**src/sv/slpe_pkg.sv**
```systemverilog
// Shared types, constants and tables for the status LED pattern engine.
package slpe_pkg;

   localparam int LED_COUNT_DEF        = 8;
   localparam int BLINK_HALF_TICKS_DEF = 25;
   localparam int BREATHE_TICKS_DEF    = 100;

   localparam int FRAME_WRAP  = 100;
   localparam int SINE_STEPS  = 100;
   localparam int FRAME_W     = 7;
   localparam int INDEX_W     = 6;
   localparam int FACTOR_W    = 9;
   localparam int LEVEL_W     = 8;

   localparam logic [FACTOR_W-1:0] FULL_FACTOR = 9'd256;
   localparam logic [LEVEL_W-1:0]  FULL_LEVEL  = 8'd255;

   localparam logic KIND_SET  = 1'b0;
   localparam logic KIND_TICK = 1'b1;

   typedef enum logic [1:0] {
      MODE_OFF     = 2'd0,
      MODE_SOLID   = 2'd1,
      MODE_BLINK   = 2'd2,
      MODE_BREATHE = 2'd3
   } mode_type;

   typedef enum logic {
      ST_IDLE,
      ST_RUN
   } state_type;

   typedef struct packed {
      mode_type   mode;
      logic [2:0] color;
   } entry_type;

   // One LED read in flight, with the frame's pattern levels.
   typedef struct packed {
      logic [INDEX_W-1:0] index;
      logic               last;
      logic               blink_on;
      logic [LEVEL_W-1:0] sine;
   } token_type;

   localparam logic [LEVEL_W-1:0] SINE_TABLE [SINE_STEPS] = '{
      8'd127, 8'd135, 8'd143, 8'd151, 8'd159, 8'd166, 8'd174, 8'd181, 8'd188, 8'd195,
      8'd202, 8'd208, 8'd214, 8'd220, 8'd225, 8'd230, 8'd235, 8'd239, 8'd242, 8'd246,
      8'd248, 8'd250, 8'd252, 8'd253, 8'd254, 8'd255, 8'd254, 8'd253, 8'd252, 8'd250,
      8'd248, 8'd246, 8'd242, 8'd239, 8'd235, 8'd230, 8'd225, 8'd220, 8'd214, 8'd208,
      8'd202, 8'd195, 8'd188, 8'd181, 8'd174, 8'd166, 8'd159, 8'd151, 8'd143, 8'd135,
      8'd127, 8'd119, 8'd111, 8'd103, 8'd95,  8'd88,  8'd80,  8'd73,  8'd66,  8'd59,
      8'd52,  8'd46,  8'd40,  8'd34,  8'd29,  8'd24,  8'd19,  8'd15,  8'd12,  8'd8,
      8'd6,   8'd4,   8'd2,   8'd1,   8'd0,   8'd0,   8'd0,   8'd1,   8'd2,   8'd4,
      8'd6,   8'd8,   8'd12,  8'd15,  8'd19,  8'd24,  8'd29,  8'd34,  8'd40,  8'd46,
      8'd52,  8'd59,  8'd66,  8'd73,  8'd80,  8'd88,  8'd95,  8'd103, 8'd111, 8'd119
   };

   function automatic logic [LEVEL_W-1:0] sine_level(input logic [FRAME_W-1:0] q);
      logic [LEVEL_W-1:0] lvl;
      lvl = 8'd0;
      if (q < 7'(SINE_STEPS)) begin
         lvl = SINE_TABLE[q];
      end
      return lvl;
   endfunction

   // Palette as {red, green, blue}.
   function automatic logic [23:0] palette_rgb(input logic [2:0] color);
      logic [23:0] rgb;
      unique case (color)
         3'd0:    rgb = {8'd255, 8'd0,   8'd0};
         3'd1:    rgb = {8'd255, 8'd128, 8'd0};
         3'd2:    rgb = {8'd255, 8'd255, 8'd0};
         3'd3:    rgb = {8'd0,   8'd255, 8'd0};
         3'd4:    rgb = {8'd0,   8'd0,   8'd255};
         3'd5:    rgb = {8'd75,  8'd0,   8'd130};
         3'd6:    rgb = {8'd148, 8'd0,   8'd211};
         default: rgb = {8'd0,   8'd0,   8'd0};
      endcase
      return rgb;
   endfunction

   // floor(x/255) for x below 65280.
   function automatic logic [7:0] div255(input logic [15:0] x);
      logic [16:0] sum;
      sum = 17'(x) + 17'(x[15:8]) + 17'd1;
      return sum[15:8];
   endfunction

endpackage

```
**src/sv/slpe_store.sv**
```systemverilog
// LED entry memory: mode and color per LED, registered read.
module slpe_store #(
   parameter int DEPTH  = 8,
   parameter int ADDR_W = 3
) (
   input  logic                clock,
   input  logic                reset,
   input  logic                wr_en,
   input  logic [ADDR_W-1:0]   wr_addr,
   input  slpe_pkg::entry_type wr_data,
   input  logic                rd_en,
   input  logic [ADDR_W-1:0]   rd_addr,
   output slpe_pkg::entry_type rd_data
);
   import slpe_pkg::*;

   entry_type         entry_mem_ff [DEPTH];
   logic [DEPTH-1:0]  written_ff;
   entry_type         rd_entry_ff;
   logic              rd_written_ff;

   always_ff @(posedge clock) begin
      if (wr_en) begin
         entry_mem_ff[wr_addr] <= wr_data;
      end
      if (rd_en) begin
         rd_entry_ff <= entry_mem_ff[rd_addr];
      end
   end

   // Entries never written read as off / red.
   always_ff @(posedge clock) begin
      if (reset) begin
         written_ff    <= '0;
         rd_written_ff <= 1'b0;
      end else begin
         if (wr_en) begin
            written_ff[wr_addr] <= 1'b1;
         end
         if (rd_en) begin
            rd_written_ff <= written_ff[rd_addr];
         end
      end
   end

   assign rd_data = rd_written_ff ? rd_entry_ff : '0;

endmodule

```
**src/sv/slpe_shade.sv**
```systemverilog
// Color pipeline: level and dimming, channel products, divide by 255 into the result register.
module slpe_shade (
   input  logic                                 clock,
   input  logic                                 reset,
   input  logic                                 tok_valid,
   input  slpe_pkg::token_type                  tok,
   input  slpe_pkg::entry_type                  entry,
   input  logic [slpe_pkg::FACTOR_W-1:0]        factor,
   output logic                                 advance,
   output logic                                 rsp_valid,
   input  logic                                 rsp_stall,
   output logic [slpe_pkg::INDEX_W-1:0]         rsp_out_index,
   output logic [7:0]                           rsp_red,
   output logic [7:0]                           rsp_green,
   output logic [7:0]                           rsp_blue,
   output logic                                 rsp_last
);
   import slpe_pkg::*;

   logic                 s1_valid_ff;
   logic [INDEX_W-1:0]   s1_index_ff;
   logic                 s1_last_ff;
   logic [LEVEL_W-1:0]   s1_level_ff;
   logic [2:0]           s1_color_ff;

   logic                 s2_valid_ff;
   logic [INDEX_W-1:0]   s2_index_ff;
   logic                 s2_last_ff;
   logic [15:0]          s2_red_ff;
   logic [15:0]          s2_green_ff;
   logic [15:0]          s2_blue_ff;

   logic                 out_valid_ff;
   logic [INDEX_W-1:0]   out_index_ff;
   logic                 out_last_ff;
   logic [7:0]           out_red_ff;
   logic [7:0]           out_green_ff;
   logic [7:0]           out_blue_ff;

   logic [LEVEL_W-1:0]   level;
   logic [16:0]          dimmed;
   logic [LEVEL_W-1:0]   s1_level_in;
   logic [23:0]          rgb;

   // Hold every stage while a finished item waits at the output.
   assign advance = !out_valid_ff || !rsp_stall;

   always_comb begin
      unique case (entry.mode)
         MODE_OFF:     level = 8'd0;
         MODE_SOLID:   level = FULL_LEVEL;
         MODE_BLINK:   level = tok.blink_on ? FULL_LEVEL : 8'd0;
         MODE_BREATHE: level = tok.sine;
         default:      level = 8'd0;
      endcase
      dimmed      = 17'(level) * 17'(factor);
      s1_level_in = dimmed[15:8];
   end

   assign rgb = palette_rgb(s1_color_ff);

   always_ff @(posedge clock) begin
      if (reset) begin
         s1_valid_ff  <= 1'b0;
         s2_valid_ff  <= 1'b0;
         out_valid_ff <= 1'b0;
      end else if (advance) begin
         s1_valid_ff  <= tok_valid;
         s2_valid_ff  <= s1_valid_ff;
         out_valid_ff <= s2_valid_ff;
      end
   end

   always_ff @(posedge clock) begin
      if (advance) begin
         s1_index_ff  <= tok.index;
         s1_last_ff   <= tok.last;
         s1_level_ff  <= s1_level_in;
         s1_color_ff  <= entry.color;

         s2_index_ff  <= s1_index_ff;
         s2_last_ff   <= s1_last_ff;
         s2_red_ff    <= 16'(rgb[23:16]) * 16'(s1_level_ff);
         s2_green_ff  <= 16'(rgb[15:8]) * 16'(s1_level_ff);
         s2_blue_ff   <= 16'(rgb[7:0]) * 16'(s1_level_ff);

         out_index_ff <= s2_index_ff;
         out_last_ff  <= s2_last_ff;
         out_red_ff   <= div255(s2_red_ff);
         out_green_ff <= div255(s2_green_ff);
         out_blue_ff  <= div255(s2_blue_ff);
      end
   end

   assign rsp_valid     = out_valid_ff;
   assign rsp_out_index = out_index_ff;
   assign rsp_last      = out_last_ff;
   assign rsp_red       = out_red_ff;
   assign rsp_green     = out_green_ff;
   assign rsp_blue      = out_blue_ff;

endmodule

```
**src/sv/status_led_pattern_engine.sv**
```systemverilog
// Status LED pattern engine: sequencer, frame counters, config register, store and pipeline.
//
//   port group   dir   handshake          carries
//   req_*        in    valid / stall      kind, led_num, indication, color
//   rsp_*        out   valid / stall      out_index, red, green, blue, last
//   csr_*        in    valid / ready      brightness_factor
//
// A set item is taken while the engine is idle and writes the LED store at once.
// A frame tick holds req_stall until one store read per LED has issued; results pass
// the store read register and the s1, s2 and output registers, one per cycle while not stalled.
// Reset clears the store's written bits, the frame counters and sets full brightness.
// rsp_stall, while a result waits at the output, freezes the whole read pipeline and the LED sequencer with it.
module status_led_pattern_engine #(
   parameter int LED_COUNT        = slpe_pkg::LED_COUNT_DEF,
   parameter int BLINK_HALF_TICKS = slpe_pkg::BLINK_HALF_TICKS_DEF,
   parameter int BREATHE_TICKS    = slpe_pkg::BREATHE_TICKS_DEF
) (
   input  logic                                 clock,
   input  logic                                 reset,
   input  logic                                 req_valid,
   output logic                                 req_stall,
   input  logic                                 req_kind,
   input  logic [7:0]                           req_led_num,
   input  logic [1:0]                           req_indication,
   input  logic [2:0]                           req_color,
   output logic                                 rsp_valid,
   input  logic                                 rsp_stall,
   output logic [slpe_pkg::INDEX_W-1:0]         rsp_out_index,
   output logic [7:0]                           rsp_red,
   output logic [7:0]                           rsp_green,
   output logic [7:0]                           rsp_blue,
   output logic                                 rsp_last,
   input  logic                                 csr_valid,
   output logic                                 csr_ready,
   input  logic [slpe_pkg::FACTOR_W-1:0]        csr_brightness_factor
);
   import slpe_pkg::*;

   localparam int ADDR_W   = (LED_COUNT > 1) ? $clog2(LED_COUNT) : 1;
   localparam int Q_STEP   = SINE_STEPS / BREATHE_TICKS;
   localparam int R_STEP   = SINE_STEPS % BREATHE_TICKS;

   state_type            state_ff, state_in;
   logic [ADDR_W-1:0]    led_ff, led_in;
   logic [FACTOR_W-1:0]  factor_ff;
   logic [FRAME_W-1:0]   frame_ff, frame_in;
   logic [FRAME_W-1:0]   blink_ff, blink_in;
   logic [FRAME_W-1:0]   phase_ff, phase_in;
   logic [FRAME_W-1:0]   sine_q_ff, sine_q_in;
   logic [FRAME_W-1:0]   sine_r_ff, sine_r_in;
   logic                 tok_valid_ff;
   token_type            tok_ff, tok_in;

   logic                 advance;
   logic                 accept;
   logic                 issue;
   logic                 last_led;
   logic                 wr_en;
   entry_type            wr_data;
   entry_type            rd_data;
   logic                 frame_wrap;
   logic [FRAME_W:0]     r_sum;
   logic                 q_carry;

   assign accept   = req_valid && !req_stall;
   assign last_led = (led_ff == ADDR_W'(LED_COUNT - 1));
   assign wr_en    = accept && (req_kind == KIND_SET)
                     && (req_led_num < 8'(LED_COUNT));
   assign wr_data  = '{mode: mode_type'(req_indication), color: req_color};

   // Next state.
   always_comb begin
      state_in = state_ff;
      unique case (state_ff)
         ST_IDLE: begin
            if (accept && (req_kind == KIND_TICK)) begin
               state_in = ST_RUN;
            end
         end
         ST_RUN: begin
            if (advance && last_led) begin
               state_in = ST_IDLE;
            end
         end
         default: state_in = ST_IDLE;
      endcase
   end

   // Outputs of the sequencer.
   always_comb begin
      req_stall = 1'b0;
      issue     = 1'b0;
      unique case (state_ff)
         ST_IDLE: begin
            req_stall = 1'b0;
         end
         ST_RUN: begin
            req_stall = 1'b1;
            issue     = advance;
         end
         default: begin
            req_stall = 1'b1;
         end
      endcase
   end

   assign csr_ready = 1'b1;

   // LED counter and token for the read being issued.
   always_comb begin
      led_in = led_ff;
      if (accept) begin
         led_in = '0;
      end else if (issue) begin
         led_in = led_ff + 1'b1;
      end
      tok_in.index    = INDEX_W'(led_ff);
      tok_in.last     = last_led;
      tok_in.blink_on = (blink_ff < FRAME_W'(BLINK_HALF_TICKS));
      tok_in.sine     = sine_level(sine_q_ff);
   end

   // Frame counters advance once the final LED of a frame is read.
   always_comb begin
      frame_wrap = (frame_ff == FRAME_W'(FRAME_WRAP - 1));
      frame_in   = frame_wrap ? '0 : frame_ff + 1'b1;
      blink_in   = (frame_wrap || blink_ff == FRAME_W'(2 * BLINK_HALF_TICKS - 1))
                   ? '0 : blink_ff + 1'b1;
      r_sum      = {1'b0, sine_r_ff} + (FRAME_W + 1)'(R_STEP);
      q_carry    = (r_sum >= (FRAME_W + 1)'(BREATHE_TICKS));
      if (frame_wrap || phase_ff == FRAME_W'(BREATHE_TICKS - 1)) begin
         phase_in  = '0;
         sine_q_in = '0;
         sine_r_in = '0;
      end else begin
         phase_in  = phase_ff + 1'b1;
         sine_q_in = sine_q_ff + FRAME_W'(Q_STEP) + FRAME_W'(q_carry);
         sine_r_in = q_carry ? FRAME_W'(r_sum - (FRAME_W + 1)'(BREATHE_TICKS))
                             : r_sum[FRAME_W-1:0];
      end
   end

   always_ff @(posedge clock) begin
      if (reset) begin
         state_ff     <= ST_IDLE;
         led_ff       <= '0;
         factor_ff    <= FULL_FACTOR;
         frame_ff     <= '0;
         blink_ff     <= '0;
         phase_ff     <= '0;
         sine_q_ff    <= '0;
         sine_r_ff    <= '0;
         tok_valid_ff <= 1'b0;
      end else begin
         state_ff <= state_in;
         led_ff   <= led_in;
         if (csr_valid && csr_ready) begin
            factor_ff <= (csr_brightness_factor > FULL_FACTOR)
                         ? FULL_FACTOR : csr_brightness_factor;
         end
         if (issue && last_led) begin
            frame_ff  <= frame_in;
            blink_ff  <= blink_in;
            phase_ff  <= phase_in;
            sine_q_ff <= sine_q_in;
            sine_r_ff <= sine_r_in;
         end
         if (advance) begin
            tok_valid_ff <= issue;
         end
      end
   end

   always_ff @(posedge clock) begin
      if (issue) begin
         tok_ff <= tok_in;
      end
   end

   // Writes only land while idle and reads only run during a frame, so no
   // read and write of one entry meet in a cycle.
   slpe_store #(
      .DEPTH  (LED_COUNT),
      .ADDR_W (ADDR_W)
   ) u_store (
      .clock   (clock),
      .reset   (reset),
      .wr_en   (wr_en),
      .wr_addr (req_led_num[ADDR_W-1:0]),
      .wr_data (wr_data),
      .rd_en   (issue),
      .rd_addr (led_ff),
      .rd_data (rd_data)
   );

   slpe_shade u_shade (
      .clock         (clock),
      .reset         (reset),
      .tok_valid     (tok_valid_ff),
      .tok           (tok_ff),
      .entry         (rd_data),
      .factor        (factor_ff),
      .advance       (advance),
      .rsp_valid     (rsp_valid),
      .rsp_stall     (rsp_stall),
      .rsp_out_index (rsp_out_index),
      .rsp_red       (rsp_red),
      .rsp_green     (rsp_green),
      .rsp_blue      (rsp_blue),
      .rsp_last      (rsp_last)
   );

endmodule

```
**config.mk**
```make
export PLATFORM = sky130hd
export DESIGN_NAME = status_led_pattern_engine
export DESIGN_NICKNAME = d
export VERILOG_FILES = /design/src/sv/slpe_pkg.sv /design/src/sv/slpe_store.sv /design/src/sv/slpe_shade.sv /design/src/sv/status_led_pattern_engine.sv
export SDC_FILE = /design/constraint.sdc
export NUM_CORES = 1
export LEC_CHECK = 0
export BUFFER_PORTS_ARGS = -buffer_cell sky130_fd_sc_hd__buf_2
export CORE_UTILIZATION = 30
export CTS_BUF_LIST = sky130_fd_sc_hd__clkbuf_2 sky130_fd_sc_hd__clkbuf_4 sky130_fd_sc_hd__clkbuf_8
export DETAILED_ROUTE_END_ITERATION = 7
export PLACE_DENSITY = 0.57
export SKIP_CTS_REPAIR_TIMING = 1
export SYNTH_ARGS = -nofsm -noshare
export SYNTH_HDL_FRONTEND = slang
export SYNTH_HIERARCHICAL = 1
export SYNTH_SLANG_ARGS = --single-unit
```
**constraint.sdc**
```tcl
create_clock -name clock -period 10.9 [get_ports clock]
set_input_delay 1.635 -clock clock [delete_from_list [all_inputs] [get_ports clock]]
set_output_delay 1.635 -clock clock [all_outputs]
set_load 0.05 [all_outputs]
```
Yosys cells after proc, flatten, opt, wreduce, memory -nomap -nowiden. Memory sizes are Yosys's and may differ from the RTL's. A register that Yosys moved wholly into a read port is not among the register bits. Cells that the tools add are included.

Flip-flop bits (word level): 161. Bits in latches: 0. Memory bits (writable): 40. Memory bits (read-only): 1024. Input bits: 28. Word-level logic and storage cells: 116. Memories kept: 2.

$add $sub $neg: 13. Multipliers: 4. Divide/modulo/power cells: 0. $lt $le $gt $ge: 8. Eq/ne operators: 13. Shifts and indexed selects: 0. Muxes and demuxes: 22. Bitwise logic cells: 4. Reduce and logical (&&, ||, !) cells: 19.

Memory list: (name not given) (depth 128, bits a word 8, read ports 1, clocked after Yosys merged registers in 1, write ports 0, line slpe_pkg.sv:63) `lvl = SINE_TABLE[q];`; u_store.entry_mem_ff (depth 8, bits a word 5, read ports 1, clocked after Yosys merged registers in 1, write ports 1, line slpe_store.sv:17) `entry_type entry_mem_ff [DEPTH];`.

Operators by type and width (number): one-hot mux 24 bit (7 select lines) (1); adder 16 x 1 -> 16 bit (second input constant) (3); adder 16 x 8 -> 16 bit (3); multiplier 8 x 8 -> 16 bit (3); 2-to-1 mux 7 bit (6); one-hot mux 8 bit (4 select lines) (1); adder 7 x 1 -> 7 bit (second input constant) (4); multiplier 8 x 9 -> 16 bit (1); == test 7 bit (second input constant) (2); == test 3 bit (second input constant) (4); greater-than comparator 9 bit (second input constant) (1); 2-to-1 mux 9 bit (1); < comparator 3 x 4 -> 1 bit (second input constant) (2); < comparator 8 x 4 -> 1 bit (second input constant) (1); 2-to-1 mux 8 bit (1); inverter 7 -> 8 bit (1); OR 8 bit (1); adder 7 x 1 -> 7 bit (1); == test 7 x 6 -> 1 bit (second input constant) (1); greater-or-equal comparator 7 bit (second input constant) (1); logical AND 1 bit (7); < comparator 7 x 5 -> 1 bit (second input constant) (1); < comparator 7 bit (second input constant) (1); 2-to-1 mux 1 bit (7); other kinds (19) (28).

Logic depth before layout (Yosys ltp).
Depth after elaboration: 8. Gate-level depth with buffers: 21. Mapped depth without buffers: 20.

By module. The synthesis kept the hierarchy.

By module, submodules not included: slpe_shade (times used 1, cells an instance 1101, area each 11636.2 µm², seq. area each 3183.1 µm²); status_led_pattern_engine (times used 1, cells an instance 432, area each 3652.3 µm², seq. area each 1331.3 µm²); slpe_store (times used 1, cells an instance 109, area each 2138.3 µm², seq. area each 1531.5 µm²).

Worst setup path after synthesis. Ideal clock, no wire load.

Path type: input to register. Start point: input port rsp_stall. End point: register frame_ff[0]. Library setup time: 0.129 ns. Arrival time: 5.654 ns. Setup slack: 5.117 ns. Cell stages on the path: 7. Path buffers: 1. Cells stage by stage: nand2_1 -> nand2_1 -> inv_1 -> nand2_1 -> buf_2 -> o21bai_1 -> nor2_1.

Longest elaborated chain between the ends: 4.

RTL lines: from (decl) (line status_led_pattern_engine.sv:27) `input logic rsp_stall,`; logical NOT 1 bit (line slpe_shade.sv:46) `assign advance = !out_valid_ff || !rsp_stall;`; logical OR 1 bit (line slpe_shade.sv:46); 2-to-1 mux 1 bit (line status_led_pattern_engine.sv:93) `unique case (state_ff)`; net issue (line status_led_pattern_engine.sv:56) `logic issue;`; logical AND 1 bit (line status_led_pattern_engine.sv:161) `if (issue && last_led) begin`; to (signal assigned) (line status_led_pattern_engine.sv:162) `frame_ff <= frame_in;`; to (decl) (line status_led_pattern_engine.sv:46) `logic [FRAME_W-1:0] frame_ff, frame_in;`.

The timed path passes the listed nets, and every way through them passes these cells. A chain may end at the register's enable or synchronous reset.

Worst setup path in the final report.
Start point: register u_shade.s1_color_ff[2]. End point: register u_shade.s2_blue_ff[15], data pin.

Longest elaborated chain between the ends: 3. Elaborated cells on any way between the ends: 9. Those cells by class: mul: 1; eq/ne: 6; mux: 1; reduce/logical: 1.

RTL lines: from (decl) (line slpe_shade.sv:24) `logic [2:0] s1_color_ff;`; from (signal assigned) (line slpe_shade.sv:79) `s1_color_ff <= entry.color;`; == test 3 bit (tied with other cells) (line slpe_pkg.sv:71) `unique case (color)`; one-hot mux 24 bit (7 select lines) (*) (line slpe_pkg.sv:71); multiplier 8 x 8 -> 16 bit (*) (line slpe_shade.sv:85) `s2_blue_ff <= 16'(rgb[7:0]) * 16'(s1_level_ff);`; to (signal assigned) (line slpe_shade.sv:85); to (decl) (line slpe_shade.sv:31) `logic [15:0] s2_blue_ff;`.

Mark *: on every way between the ends. The rest lies on a longest branch, timed or not.

==> summary.txt <==
Placed design
  – I/O Buffers: 60
  – Cell area after placement: 18500 um2
  – RD Place Congestion: 0.916
  – Pre-CTS WS: 5380 ps
  – Dpl hpwl: 26100 um
  – Cells after DPL: 2422

Critical path
  – CP max FO: 12
  – Crit-path cells: nor2b_1 -> nand2_1 -> or2_2 -> fa_1 -> fa_1 -> fa_1 -> fa_1 -> inv_1 -> ha_1 -> or3_1 -> o21ai_0 -> a21oi_1 -> a211oi_1 -> a21oi_1 -> xnor2_1
  – Worst EP required: 11210 ps
  – Worst path most repeated cell: fa_1
  – Slowest cell on the critical path: fa_1
  – Startpoint types: flip-flop
  – Crit path DAT: 5860 ps
  – Setup CP Type: reg -> reg
  – Slowest stage delay, CP: 550 ps
  – Crit end category: flip-flop

Synth
  – Dominant synthesized flop cell: edfxtp_1
  – Yosys warns: 6
  – Syn_area_per_cell: 10.6 um2
  – Number of flops mapped to enable cells by yosys: 162
  – Mapped cell area: 17400 um2
  – Synth Instances: 1642
  – Post-synth cell types: 85
  – Post-synthesis sequential area ratio: 0.347
  – Post-synthesis register bit count: 221
  – Async SR Flop Fraction: 0

Detailed routing
  – DRT iter0 DRCs: 586
  – Routed Antenna Nets: 0
  – Via density: 4.63
  – Wire length per cell: 13.9 um
  – DRT Wirelength: 34600 um
  – Drt first pass iters: 5
  – Post-route DRC: 0
  – DR vias: 11600

Global route
  – Global route overflow: 0
  – GRT Overall Usage: 0.119
  – Initial antenna violation count: 0
  – Largest net degree at the start of global routing: 61
  – First-pass GRT wire length: 58300 um
  – Vias in the first global route: 12000

Layout
  – Layout cells sized above 1: 0.0988
  – Final net count: 2057
  – Layout Cells excl Fill: 2497
  – P&R area growth vs syn: 11.1%
  – Diode count: 0
  – Final Instance Area: 19400 um2
  – Post-layout util: 0.340

CTS
  – Clock transition at path regs: 70 ps
  – H-tree levels: 2
  – Clock Root Buffer: clkbuf_8
  – CTS tree: done
  – Num CTS Buffers: 41
  – Clock sinks: 221
  – CTS Buffer Depth: 3
  – Clk Latency, worst-skew pair: 580 ps

Timing
  – Final hold vios: 0
  – Final setup violating endpoints: 0
  – Min Hold Slack: 415 ps
  – Actual slew at the worst max-slew pin: 1160 ps
  – Clock Skew: 21.1 ps
  – Final setup margin: 5350 ps
  – Setup TNS: 0 ps
  – Worst rel slew slack: 0.221
  – Final period utilization: 0.509
  – RSZ-0062 raised after global routing: false
  – Fmax: 0.180 GHz
  – Max-slew violations: 0
  – Min cycle time layout: 5550 ps

Power
  – Peak supply drop: 0.0994 mV
  – Final Power: 2.47 mW
  – PD cells: 128 nW/um2
  – LEAKAGE: 9.00 nW

Floorplanning
  – Core ar.: 56900 um2
  – Die area: 59100 um2
  – Ports: 62
  – Std-Cell Rows: 87
  – Initial Utilization: 0.306
  – Die Ht: 243 um
  – DIE WIDTH: 243 um

Hold path
  – HP Class: reg -> reg

Run
  – Max_cap viols: 0

Outcome
  – Status: completed
-- final cells by class --
class / instances / area, um2
fill: 5705 / 37600
sequential: 221 / 6050
clock inverter: 19 / 181
timing repair buffer: 67 / 353
multi-input combinational: 1127 / 10200
clock buffer: 56 / 689
inverter: 251 / 942
tap: 756 / 946
-- state kept, by name, indices dropped and copies added (netlist names), 8 cells and up --
| name | count |
|---|---|
| factor_ff | 9 |
| u_shade/s2_green_ff | 16 |
| u_shade/s2_blue_ff | 16 |
| u_shade/rsp_blue | 8 |
| u_store/written_ff | 8 |
| u_shade/rsp_green | 8 |
| tok_ff | 13 |
| u_shade/s1_level_ff | 8 |
| u_shade/s2_red_ff | 16 |
| u_store/entry_mem_ff | 40 |
| u_shade/rsp_red | 8 |
-- per-layer routing --
metal | GRT usage | up-vias | wire length [um] | share of wire
met5 | 0 | - | 0 | 0
met4 | 0.0335 | 0 | 634 | 0.018
met3 | 0.0237 | 44 | 1710 | 0.049
met2 | 0.203 | 267 | 16300 | 0.47
met1 | 0.153 | 5564 | 16000 | 0.46
li1 | - | 5693 | - | -
-- worst max-delay path: cells and delay by family (launching register included) --
| kind | cells | cell delay [ps] |
|---|---|---|
| AO/OA/AOI/OAI | 4 | 630 |
| XOR/XNOR | 1 | 150 |
| adder cells (fa/ha/maj) | 5 | 2410 |
| buffers and inverters | 1 | 40 |
| flip-flops | 1 | 510 |
| AND/OR/NAND/NOR | 4 | 1530 |
-- report_power, final --
group	switching (mW)	internal [mW]	leakage [nW]
clock	0.368	0.487	0.455
combinational	0.347	0.233	6.35
sequential	0.0508	0.989	2.19
-- Yosys cell counts, drive strengths merged (4+ instances only) --
cell type,instances,share of area
o211ai,7,0.0036
nor2b,17,0.0061
o31ai,8,0.0034
nand4,13,0.0047
ha,185,0.13
or3,10,0.0036
nor4b,4,0.0020
a21o,16,0.0070
o31a,4,0.0020
dfxtp,59,0.068
edfxtp,162,0.28
or2,6,0.0023
o21ai,42,0.012
nor2,96,0.021
buf,25,0.0097
a221oi,4,0.0024
mux2i,8,0.0046
nand3,25,0.0072
a211oi,7,0.0030
mux2,5,0.0032
xor2,30,0.015
o21a,23,0.0099
o311ai,6,0.0039
fa,135,0.16
nor4,5,0.0018
nand2b,20,0.0072
a22oi,4,0.0017
a31oi,6,0.0022
clkbuf,20,0.0043
and3,23,0.0083
o22ai,4,0.0014
nand2,110,0.024
xnor2,64,0.032
and2,83,0.030
mux4,12,0.018
nor3,16,0.0046
a21oi,76,0.022
nand3b,10,0.0043
inv,251,0.054
-- cell families after synthesis --
| group | Yosys count | synth area share |
|---|---|---|
| and+or+nand+nor | 451 | 0.133 |
| other | 2 | 0.000431 |
| muxes | 25 | 0.0255 |
| adders and majority gates | 320 | 0.288 |
| AOI/OAI and AO/OA | 233 | 0.0905 |
| buffers and inverters | 296 | 0.0681 |
| xor gates and xnor gates | 94 | 0.0472 |
| DFF | 221 | 0.347 |
-- worst paths after layout --
path                                              from                  endpoint  slack [ps]  cells after the start
worst max-delay path            u_shade/s1_color_ff[2]    u_shade/s2_blue_ff[15]        5350                     15
worst min-delay path            u_shade/s2_index_ff[5]  u_shade/rsp_out_index[5]         420                      0
worst max register to register  u_shade/s1_color_ff[2]    u_shade/s2_blue_ff[15]        5350                     15
worst min register to register  u_shade/s2_index_ff[5]  u_shade/rsp_out_index[5]         420                      0
-- cells in the final DEF, fill, tap and decap left out, types with 43 or more instances in the layout --
cell,n
a21oi_1,76
and2_1,80
buf_2,60
clkbuf_8,43
dfxtp_1,59
edfxtp_1,162
fa_1,135
ha_1,185
inv_1,251
nand2_1,108
nor2_1,96
xnor2_1,64
No activity file was read; power rests on OpenSTA's default activity.
